File: src/design/tmf_pkg.sv
package tmf_pkg;

    // default sizes
    localparam int DEF_MAX_WINDOW = 16;
    localparam int DEF_MAX_PIXELS = 16384;
    localparam int DEF_PIXEL_BITS = 8;

    // configuration register layout
    localparam int WINDOW_CFG_W = 5;
    localparam int PIXELS_CFG_W = 15;
    localparam int APB_ADDR_W   = 3;
    localparam int APB_DATA_W   = 32;
    localparam int REG_SEL_BIT  = 2;

    localparam logic [WINDOW_CFG_W-1:0] WINDOW_RESET = 5'd1;
    localparam logic [PIXELS_CFG_W-1:0] PIXELS_RESET = 15'd16384;

    // entries in the queue between front and back
    localparam int QUEUE_DEPTH = 4;

    typedef enum logic [0:0] {
        REG_WINDOW = 1'b0,
        REG_PIXELS = 1'b1
    } reg_sel_t;

    // per-pixel classification handed from front to back
    typedef struct packed {
        logic first;   // first frame after restart, sum starts from zero
        logic emit;    // window full, a mean is produced
        logic last;    // final pixel of the frame
        logic keep;    // history ring in use (window above one)
    } tmf_ctrl_t;

    // width helpers
    function automatic int win_w(int max_window);
        return $clog2(max_window + 1);
    endfunction

    function automatic int np_w(int max_pixels);
        return $clog2(max_pixels + 1);
    endfunction

    function automatic int pos_w(int max_pixels);
        return (max_pixels > 1) ? $clog2(max_pixels) : 1;
    endfunction

    function automatic int slot_w(int max_window);
        return (max_window > 1) ? $clog2(max_window) : 1;
    endfunction

    function automatic int hist_slots(int max_window);
        return (max_window > 1) ? max_window - 1 : 1;
    endfunction

    function automatic int haddr_w(int max_window, int max_pixels);
        return (hist_slots(max_window) * max_pixels > 1) ?
               $clog2(hist_slots(max_window) * max_pixels) : 1;
    endfunction

    function automatic int sum_w(int max_window, int pixel_bits);
        return $clog2(max_window * ((1 << pixel_bits) - 1) + 1);
    endfunction

    function automatic int recip_shift(int max_window, int pixel_bits);
        return sum_w(max_window, pixel_bits) + win_w(max_window);
    endfunction

    function automatic int recip_w(int max_window, int pixel_bits);
        return recip_shift(max_window, pixel_bits) + 1;
    endfunction

    function automatic int tdata_w(int pixel_bits);
        return ((pixel_bits + 7) >> 3) << 3;
    endfunction

endpackage

File: src/design/tmf_queue.sv
module tmf_queue #(
    parameter int DATA_W = 1,
    parameter int DEPTH  = tmf_pkg::QUEUE_DEPTH
) (
    input  logic              clk,
    input  logic              rst_n,
    input  logic              push_valid,
    output logic              push_ready,
    input  logic [DATA_W-1:0] push_data,
    output logic              pop_valid,
    input  logic              pop_ready,
    output logic [DATA_W-1:0] pop_data
);
    localparam int PTR_W = (DEPTH > 1) ? $clog2(DEPTH) : 1;
    localparam int CNT_W = $clog2(DEPTH + 1);

    logic [DATA_W-1:0] entries [0:DEPTH-1];
    logic [PTR_W-1:0]  wr_ptr_reg, wr_ptr_next;
    logic [PTR_W-1:0]  rd_ptr_reg, rd_ptr_next;
    logic [CNT_W-1:0]  count_reg, count_next;
    logic              push, pop;

    // occupancy flags
    assign push_ready = (count_reg != CNT_W'(DEPTH));
    assign pop_valid  = (count_reg != '0);
    assign pop_data   = entries[rd_ptr_reg];
    assign push       = push_valid && push_ready;
    assign pop        = pop_valid && pop_ready;

    // pointer wrap and count
    always_comb
    begin
        wr_ptr_next = wr_ptr_reg;
        rd_ptr_next = rd_ptr_reg;
        count_next  = count_reg;
        if (push)
        begin
            wr_ptr_next = (wr_ptr_reg == PTR_W'(DEPTH - 1)) ? '0 : wr_ptr_reg + PTR_W'(1);
        end
        if (pop)
        begin
            rd_ptr_next = (rd_ptr_reg == PTR_W'(DEPTH - 1)) ? '0 : rd_ptr_reg + PTR_W'(1);
        end
        if (push && !pop)
        begin
            count_next = count_reg + CNT_W'(1);
        end
        else if (pop && !push)
        begin
            count_next = count_reg - CNT_W'(1);
        end
    end

    always_ff @(posedge clk or negedge rst_n)
    begin
        if (!rst_n)
        begin
            wr_ptr_reg <= '0;
            rd_ptr_reg <= '0;
            count_reg  <= '0;
        end
        else
        begin
            wr_ptr_reg <= wr_ptr_next;
            rd_ptr_reg <= rd_ptr_next;
            count_reg  <= count_next;
        end
    end

    // entry storage
    always_ff @(posedge clk)
    begin
        if (push)
        begin
            entries[wr_ptr_reg] <= push_data;
        end
    end

endmodule

File: config.mk
export PLATFORM = sky130hd
export DESIGN_NAME = tmf_queue
export DESIGN_NICKNAME = d
export VERILOG_FILES = /design/src/design/tmf_pkg.sv /design/src/design/tmf_queue.sv
export SDC_FILE = /design/constraint.sdc
export NUM_CORES = 1
export LEC_CHECK = 0
export ABC_AREA = 1
export BUFFER_PORTS_ARGS = -buffer_cell sky130_fd_sc_hd__buf_2
export CAP_MARGIN = 20
export CORE_MARGIN = 2
export CORE_UTILIZATION = 26
export DETAILED_ROUTE_END_ITERATION = 8
export HOLD_SLACK_MARGIN = 0.1
export PLACE_DENSITY = 0.45
export SYNTH_ARGS = -nofsm -noshare
export SYNTH_HDL_FRONTEND = slang
export SYNTH_SLANG_ARGS = --single-unit
File: constraint.sdc
create_clock -name clk -period 2 [get_ports clk]
set_input_delay 0.4 -clock clk [delete_from_list [all_inputs] [get_ports clk]]
set_output_delay 0.4 -clock clk [all_outputs]
set_load 0.01 [all_outputs]
==> run metrics <==
outcome=completed; gpl congestion=0.679; final wirelength=1.03 mm; Netlist cell types=18; worst path bufs/invs=3; syn avg cell area=9.01 um^2; Post-synth EDFFs=4; # IOs=8; critical path launch point type=flop; dominant synthesized flop cell=dfrtp_1; Die Y=53.3 um; drt first pass iters=4; Root Driver=clkbuf_4; Antenna Violating Nets Remaining=0; CTS Buffer Depth=2; # Max-Cap Violations=0; initial drt markers=6; Final Max Slew Viols=0; H-tree Lvls=1; RSZ-0062 raised after global routing=no; reg2reg end=count_reg[2]; critical path peak fanout=7; Mapped Area=631 um^2; # resized after CTS=0; clk_lat worst skew=0.26 ns; PnR worst setup slack=0.225 ns; DIE AREA=0.00284 mm^2; Hold EP=entries[1]; most used cell, CP=nand2_1; Core Rows=17; Post-Layout Cell Count=110; commonest cells in the netlist=nand2_1 (16), inv_1 (13), dfrtp_1 (7); Post-Syn Instances=70; max_slew headroom=87.0%; endpoints failing hold=0; P&R area growth vs syn=16.9%; kind of cell adding the most delay to the critical path=adder cells; critical path, cell by cell=inv_2 > nand3_2 > nand2_4 > inv_1 > ha_1 > inv_1 > fa_1 > nand2_1 > nand3_1 > nand2_1 > nand2_1; Buffers on Ports=7; crit share post-route=88.7%; hold path depth=1; critical path type=reg -> reg; pin count of the biggest net entering global routing=8; fraction of registers with async set/reset=63.6%; HP Start=push_data; Synthesis Warnings=0; Least-Margin Pin Slew=0.195 ns; first-pass GRT wire length=1.85 mm; nets@finish=95; R2R Path Start=count_reg[0]; count leader, synth=nand2_1; CTS tree=yes; initial antenna violation count=0; cell count of the worst reg-to-reg path=11; # setup viols final=0; skew final=0.00385 ns; Seq/Total Area, Yosys=46.8%; Hold Path Class=in -> reg; flip-flop and latch count after synthesis=11; DP Worst Slack=0.222 ns; Post-Syn Nets=82; post-synth top area share=27.8%; vias in the first global route=441; setup bufs post-CTS=0; setup slack, reg-to-reg=0.23 ns; Worst-path clk slew=0.07 ns; CP endpoint kind=flop; drt wl/cell=9.37 um; Core ar.=0.00225 mm^2; Worst Path Arrival=1.93 ns; GR Util All Layers=9.37%; via/cell ratio=4.21; layout cell share with drive strength beyond 1=19.5%; pwr dens=1410 mW/mm^2; dpl cells=105; Synth area leaders=dfrtp_1 (28%), edfxtp_1 (19%), ha_1 (12%); chip width=53.3 um; leak pwr=0.000375 uW; Peak Freq=0.563 GHz; Worst EP required=2.16 ns; TritonCTS Buffers=3; Sink Count=11; Initial Utilization=28.0%; Slowest Stage Delay on Critical Path=0.42 ns; GRT overflow=0; ANT cells=0; highest-delay cell along the critical path=dfrtp_1; max reg flops=4; min Tclk post-route=1.77 ns; Placed Instance Area=701 um^2; Max VDD drop=0.000495 V; vias=463; area leader, netlist=dfrtp_1; setup_tns=0 ns; DR DRC count=0; Final Cell Area=737 um^2
## metal layers
layer  global-route usage, %  vias up  share of wire, %
li1                        -      241                 -
met3                    2.54        2               3.9
met2                    15.0        5                48
met4                    6.41        0              0.97
met1                    10.7      215                47
met5                       0        -                 0
## cell type report
type                    count  area (um^2)
inverters                  15         56.3
multi-input cells          44          279
repair buffers              8         45.0
well taps                  28         35.0
clock buffers               4         26.3
fillers                   266         1520
flip-flops and latches     11          295
## layout by cell type, fill, tap and decap left out, drive strengths merged
cell         synthesis  layout
nand4                1       1
or2                  1       1
o211ai               1       1
buf                  0       7
edfxtp               4       4
clkbuf               0       4
o21ai                1       1
nor2                 6       6
nand3                7       7
xnor2                1       1
a21oi                1       1
dlygate4sd3          0       1
nand2               18      18
dfrtp                7       7
ha                   6       6
fa                   1       1
inv                 15      15
## cell families after synthesis
kind of cell               synth area share (%)
AOI/OAI and AO/OA                          2.78
xor gates and xnor gates                   1.39
adders and majority gates                  15.1
buffers and inverters                      8.93
DFF                                        46.8
and+or+nand+nor                            25.0
## per-stage QoR
step / util [%] / hold WS [ns] / power (uW)
floorplan: - / 0.104 / 769
global placement: 31.1 / 0.248 / 888
detailed placement: 31.1 / 0.248 / 898
CTS: 32.7 / 0.345 / 1060
global route: 32.7 / 0.341 / 1160
finish: 32.7 / 0.356 / 1040
## how the worst max path moves through the flow
| stage | start | endpoint | slack [ns] | depth (start not counted) |
|---|---|---|---|---|
| floorplan | count_reg[0] | count_reg[1] | 0.30 | 9 |
| global placement | count_reg[0] | count_reg[2] | 0.26 | 11 |
| detailed placement | count_reg[0] | count_reg[1] | 0.22 | 9 |
| CTS | count_reg[0] | count_reg[1] | 0.21 | 9 |
| global route | count_reg[0] | count_reg[1] | 0.1 | 9 |
| finish | count_reg[0] | count_reg[2] | 0.23 | 11 |
## report_power, final
group          switching, uW  internal [uW]  total, uW  leakage, uW
logic                    281            199        480     0.000238
clock network           72.8           77.1        150    0.0000150
registers               84.2            326        410     0.000122
total                    438            601       1040     0.000375
## repair_timing
action	CTS	global route
endpoints found under the setup margin	0	0
hold buffers	1	0
endpoints found under the hold margin	7	0
(Power assumes the default switching activity.)
