`config.mk`:
```
export PLATFORM = sky130hd
export DESIGN_NAME = tmf_front
export DESIGN_NICKNAME = d
export VERILOG_FILES = /design/src/design/tmf_pkg.sv /design/src/design/tmf_front.sv
export SDC_FILE = /design/constraint.sdc
export NUM_CORES = 1
export LEC_CHECK = 0
export ABC_CLOCK_PERIOD_IN_PS = 3700
export BUFFER_PORTS_ARGS = -buffer_cell sky130_fd_sc_hd__buf_2
export CAP_MARGIN = 20
export CORE_AREA = 2 2 73 75
export CTS_CLUSTER_SIZE = 8
export DETAILED_ROUTE_END_ITERATION = 12
export DIE_AREA = 0 0 75 77
export PLACE_DENSITY = 0.8
export SLEW_MARGIN = 0
export SYNTH_ARGS = -nofsm -noshare
export SYNTH_HDL_FRONTEND = slang
export SYNTH_SLANG_ARGS = --single-unit
```
`constraint.sdc`:
```
create_clock -name clk -period 3.7 [get_ports clk]
set_input_delay 0.185 -clock clk [delete_from_list [all_inputs] [get_ports clk]]
set_output_delay 0.185 -clock clk [all_outputs]
set_load 0.005 [all_outputs]
```
`src/design/tmf_pkg.sv`:
```
package tmf_pkg;

    // default sizes
    localparam int DEF_MAX_WINDOW = 16;
    localparam int DEF_MAX_PIXELS = 16384;
    localparam int DEF_PIXEL_BITS = 8;

    // configuration register layout
    localparam int WINDOW_CFG_W = 5;
    localparam int PIXELS_CFG_W = 15;
    localparam int APB_ADDR_W   = 3;
    localparam int APB_DATA_W   = 32;
    localparam int REG_SEL_BIT  = 2;

    localparam logic [WINDOW_CFG_W-1:0] WINDOW_RESET = 5'd1;
    localparam logic [PIXELS_CFG_W-1:0] PIXELS_RESET = 15'd16384;

    // entries in the queue between front and back
    localparam int QUEUE_DEPTH = 4;

    typedef enum logic [0:0] {
        REG_WINDOW = 1'b0,
        REG_PIXELS = 1'b1
    } reg_sel_t;

    // per-pixel classification handed from front to back
    typedef struct packed {
        logic first;   // first frame after restart, sum starts from zero
        logic emit;    // window full, a mean is produced
        logic last;    // final pixel of the frame
        logic keep;    // history ring in use (window above one)
    } tmf_ctrl_t;

    // width helpers
    function automatic int win_w(int max_window);
        return $clog2(max_window + 1);
    endfunction

    function automatic int np_w(int max_pixels);
        return $clog2(max_pixels + 1);
    endfunction

    function automatic int pos_w(int max_pixels);
        return (max_pixels > 1) ? $clog2(max_pixels) : 1;
    endfunction

    function automatic int slot_w(int max_window);
        return (max_window > 1) ? $clog2(max_window) : 1;
    endfunction

    function automatic int hist_slots(int max_window);
        return (max_window > 1) ? max_window - 1 : 1;
    endfunction

    function automatic int haddr_w(int max_window, int max_pixels);
        return (hist_slots(max_window) * max_pixels > 1) ?
               $clog2(hist_slots(max_window) * max_pixels) : 1;
    endfunction

    function automatic int sum_w(int max_window, int pixel_bits);
        return $clog2(max_window * ((1 << pixel_bits) - 1) + 1);
    endfunction

    function automatic int recip_shift(int max_window, int pixel_bits);
        return sum_w(max_window, pixel_bits) + win_w(max_window);
    endfunction

    function automatic int recip_w(int max_window, int pixel_bits);
        return recip_shift(max_window, pixel_bits) + 1;
    endfunction

    function automatic int tdata_w(int pixel_bits);
        return ((pixel_bits + 7) >> 3) << 3;
    endfunction

endpackage

```
`src/design/tmf_front.sv`:
```
module tmf_front #(
    parameter int MAX_WINDOW = tmf_pkg::DEF_MAX_WINDOW,
    parameter int MAX_PIXELS = tmf_pkg::DEF_MAX_PIXELS,
    parameter int PIXEL_BITS = tmf_pkg::DEF_PIXEL_BITS
) (
    input  logic                                                   clk,
    input  logic                                                   rst_n,
    input  logic                                                   restart,
    input  logic [tmf_pkg::win_w(MAX_WINDOW)-1:0]                  eff_n,
    input  logic [tmf_pkg::np_w(MAX_PIXELS)-1:0]                   eff_np,
    input  logic                                                   s_tvalid,
    output logic                                                   s_tready,
    input  logic [PIXEL_BITS-1:0]                                  pixel,
    output logic                                                   push_valid,
    input  logic                                                   push_ready,
    output logic [PIXEL_BITS-1:0]                                  item_pixel,
    output logic [tmf_pkg::pos_w(MAX_PIXELS)-1:0]                  item_pos,
    output logic [tmf_pkg::haddr_w(MAX_WINDOW, MAX_PIXELS)-1:0]    item_hidx,
    output tmf_pkg::tmf_ctrl_t                                     item_ctrl
);
    import tmf_pkg::*;

    localparam int WIN_W   = win_w(MAX_WINDOW);
    localparam int NP_W    = np_w(MAX_PIXELS);
    localparam int POS_W   = pos_w(MAX_PIXELS);
    localparam int SLOT_W  = slot_w(MAX_WINDOW);
    localparam int HADDR_W = haddr_w(MAX_WINDOW, MAX_PIXELS);

    logic [POS_W-1:0]  pos_reg, pos_next;
    logic [SLOT_W-1:0] slot_reg, slot_next;
    logic [SLOT_W-1:0] seen_reg, seen_next;
    logic [SLOT_W-1:0] slots;
    logic              last;
    logic              accept;

    // handshake straight onto the queue
    assign s_tready   = push_ready;
    assign push_valid = s_tvalid;
    assign accept     = s_tvalid && push_ready;

    // classify the pixel from the stream position
    assign slots = SLOT_W'(eff_n - WIN_W'(1));
    assign last  = (NP_W'(pos_reg) + NP_W'(1)) == eff_np;

    assign item_pixel      = pixel;
    assign item_pos        = pos_reg;
    assign item_hidx       = HADDR_W'(slot_reg) * HADDR_W'(MAX_PIXELS) + HADDR_W'(pos_reg);
    assign item_ctrl.first = (seen_reg == '0);
    assign item_ctrl.emit  = (seen_reg >= slots);
    assign item_ctrl.last  = last;
    assign item_ctrl.keep  = (slots != '0);

    // position, ring slot and frame count advance
    always_comb
    begin
        pos_next  = pos_reg;
        slot_next = slot_reg;
        seen_next = seen_reg;
        if (restart)
        begin
            pos_next  = '0;
            slot_next = '0;
            seen_next = '0;
        end
        else if (accept)
        begin
            if (last)
            begin
                pos_next = '0;
                if (item_ctrl.keep)
                begin
                    slot_next = (slot_reg + SLOT_W'(1) == slots) ? '0 : slot_reg + SLOT_W'(1);
                end
                if (seen_reg < slots)
                begin
                    seen_next = seen_reg + SLOT_W'(1);
                end
            end
            else
            begin
                pos_next = pos_reg + POS_W'(1);
            end
        end
    end

    always_ff @(posedge clk or negedge rst_n)
    begin
        if (!rst_n)
        begin
            pos_reg  <= '0;
            slot_reg <= '0;
            seen_reg <= '0;
        end
        else
        begin
            pos_reg  <= pos_next;
            slot_reg <= slot_next;
            seen_reg <= seen_next;
        end
    end

endmodule

```
==> summary.md <==
| Metric | Value |
|---|---|
| RSZ-0062 raised after global routing | `false` |
| Min cycle time layout | `3.22 ns` |
| Ys flop type | `dfrtp_1` |
| Drt first pass iters | `4` |
| Ys async rst share | `100%` |
| Yosys reg bits | `22` |
| Final core occ | `48.4%` |
| Gpl congestion | `0.868` |
| Pwr dens | `approximately 230 nW/um^2` |
| Worst-case clock skew | `0.00172 ns` |
| Die width | `75 microns` |
| Crit path arrival time | `roughly 3.4 ns` |
| Post-synth design cell area | `2170 sq um` |
| Input/output buffers | `61` |
| Core footprint | `approximately 5000 sq um` |
| Relative slew slack | `a little under two thirds` |
| Final setup viols | `0` |
| Leak | `1.11 nW` |
| # rows | `26` |
| Synth Area per Inst | `8.30 sq um` |
| Critical path data required time | `3.90 ns` |
| Syn-to-layout area delta | `10.8%` |
| Routed WL | `5130 microns` |
| Worst slack, placed | `0.511 ns` |
| Netlist cell types | `55` |
| Wire length per cell | `around 14 microns` |
| Net Count, Synth | `305` |
| Max-slew violation count | `0` |
| Final Cell Area | `2410 sq um` |
| First-pass GRT wire length | `8950 microns` |
| Max_cap viols | `0` |
| CP Launch Type | `register` |
| CP Capture Type | `register` |
| Status | `finished clean` |
| FF-to-FF Start | `item_pos[0]$_DFFE_PN0P_` |
| Seq/Total Area, Yosys | `25.3%` |
| Drt via density | `5.57` |
| Tcrit/Tclk final | `86.9%` |
| GRT overflow | `0` |
| Dpl hpwl | `between 3000 and 4000 microns` |
| Min-delay src | `restart` |
| Routed vias | `2026` |
| Largest net degree at the start of global routing | `23` |
| Worst setup path startpoint | `item_pos[0]$_DFFE_PN0P_` |
| Layout cells sized above 1 | `27.9%` |
| Final Hold Viols | `0` |
| Syn. warnings | `0` |
| Setup bufs post-CTS | `0` |
| Post-synth EDFFs | `0` |
| DP Area | `2340 sq um` |
| DRT antenna net count | `0` |
| Total Die Area | `5780 sq um` |
| Clk slew on worst S/H paths | `0.08 ns` |
| Iteration-0 DRC Markers | `140` |
| Vias in the first global route | `1949` |
| Synth Instances | `262` |
| Depth of the CTS H-tree | `1` |
| CP Max Fanout | `13` |
| Starting Density | `between 40% and 50%` |
| Clock sink total | `22` |
| Clock root buffer | `clkbuf_8` |
| Antenna Cells | `0` |
| Final WS setup | `0.484 ns` |
| Worst-margin pin slew | `0.545 ns` |
| Tot GR Track Use | `19.2%` |
| Num CTS Buffers | `3` |
| WS Path Type | `reg2reg` |
| Drt drc | `0` |
| Worst Hold Class | `in2reg` |
| Final net count | `338` |
| Worst vdd rail ir drop | `0.128 mV` |
| Skew-Pair Late Insertion Delay | `0.27 ns` |
| Number of flip-flops in the largest register | `14` |
| CTS max path bufs | `2` |
| Top Ports | `79` |
| TritonCTS clock tree | `yes` |
| Fmax | `311 MHz` |
| Final setup TNS | `0 ns` |
| Initial antenna violation count | `0` |
| Die Y | `~77 microns` |
through the flow:
| stage | hold WS [ns] | std cells | power (W) |
|---|---|---|---|
| after floorplan | -0.111 | 262 | 0.000339 |
| after global placement | 0.182 | 359 | 0.000370 |
| after detailed placement | 0.190 | 359 | 0.000374 |
| after CTS | 0.194 | 364 | 0.000553 |
| after global routing | 0.218 | 364 | 0.000578 |
| final | 0.194 | 364 | 0.000549 |
final cells by class:
cell class	count	area (sq um)
fill	486	2570
multi-input combinational	189	1330
sequential	22	551
timing repair buffer	64	330
tap	70	87.6
inverter	15	56.3
clock buffer	4	55.1
metal layers:
layer  part of all wire [%]  global-route usage, %  wire length (microns)
met2                     50                   32.6                   2550
met4                    1.2                   5.36                     61
met1                     44                   25.2                   2270
met5                      0                      0                      0
met3                    4.7                   1.97                    241
worst max-delay path: stages (launching register included):
cell and delay [ns]:
dfrtp_1 0.49, ha_1 0.30, nand3_1 0.29, nor4_1 0.36, xor2_1 0.14, a2111oi_2 0.49, nand4_2 0.34, or4_1 0.58
a21oi_1 0.15
synthesized netlist by cell type (2+ instances only):
cell	n	area, sq um
dfrtp_1	22	551
xnor2_1	12	105
o22ai_1	5	31.3
o21ai_0	9	45.0
nor2_1	8	30.0
a22o_1	5	43.8
or3_1	5	31.3
a21oi_1	11	55.1
and2_1	2	12.5
o311ai_0	4	35.0
buf_4	25	188
o2111ai_1	2	17.5
inv_1	15	56.3
or2_2	2	12.5
and3_1	2	12.5
xor2_1	9	78.8
nor2b_1	9	56.3
o31ai_1	3	22.5
ha_1	10	125
or4_1	2	15.0
nand4_2	2	25.0
nand4_1	3	18.8
nand2b_1	2	12.5
nor4_1	4	25.0
clkbuf_1	3	11.3
nor3_1	4	20.0
nand2_1	24	90.1
buf_2	8	40.0
nand3_1	19	95.1
nand4b_1	2	17.5
a21o_1	5	37.5
cell families (layout without fill, tap and decap cells):
| kind of cell | Yosys count | in the layout | synth area share, % |
|---|---|---|---|
| AND/OR/NAND/NOR | 97 | 97 | 24.9 |
| adder cells (fa/ha/maj) | 10 | 10 | 5.76 |
| AO/OA/AOI/OAI | 59 | 59 | 20.7 |
| flip-flops | 22 | 22 | 25.3 |
| XOR/XNOR | 22 | 22 | 9.21 |
| multiplexers | 1 | 1 | 0.518 |
| buffers and inverters | 51 | 83 | 13.6 |
repair_timing:
action / CTS / global route
resized for setup: 0 / 0
hold buffers: 1 / 0
hold endpoints to repair: 22 / 0
power breakdown:
group          total (W)  switching [W]  internal (W)
combinational   0.000117      0.0000662     0.0000509
sequential      0.000253     0.00000863      0.000245
clock           0.000179      0.0000838     0.0000952
total           0.000549       0.000159      0.000391
cell usage in the layout, fill, tap and decap left out, types with 2 or more instances in the layout:
cell,instances
a21o_1,5
a22o_1,5
ha_1,10
or4_1,2
inv_1,15
o21ai_0,9
nor4_1,4
nand2_1,24
nand2b_1,2
o22ai_1,5
dfrtp_1,22
and2_1,2
and3_1,2
xnor2_1,12
a21oi_1,11
clkbuf_8,4
nand4_1,3
nand4_2,2
nand4b_1,2
nor2b_1,9
nor2_1,8
o311ai_0,4
or2_2,2
xor2_1,9
nand3_1,19
buf_2,61
or3_1,5
buf_4,2
o31ai_1,3
o2111ai_1,2
nor3_1,4
final timing paths:
kind,end,slack [ns],cells past startpoint
worst max-delay path,seen_reg[3]$_DFFE_PN0P_,0.48,8
worst min-delay path,seen_reg[1]$_DFFE_PN0P_,0.19,2
worst max register to register,seen_reg[3]$_DFFE_PN0P_,0.48,8
worst min register to register,slot_reg[3]$_DFFE_PN0P_,0.54,1
max in group asynchronous,item_pos[3]$_DFFE_PN0P_,2.95,2
min in group asynchronous,item_pos[5]$_DFFE_PN0P_,0.41,2
No activity file was read; power rests on OpenSTA's default activity.
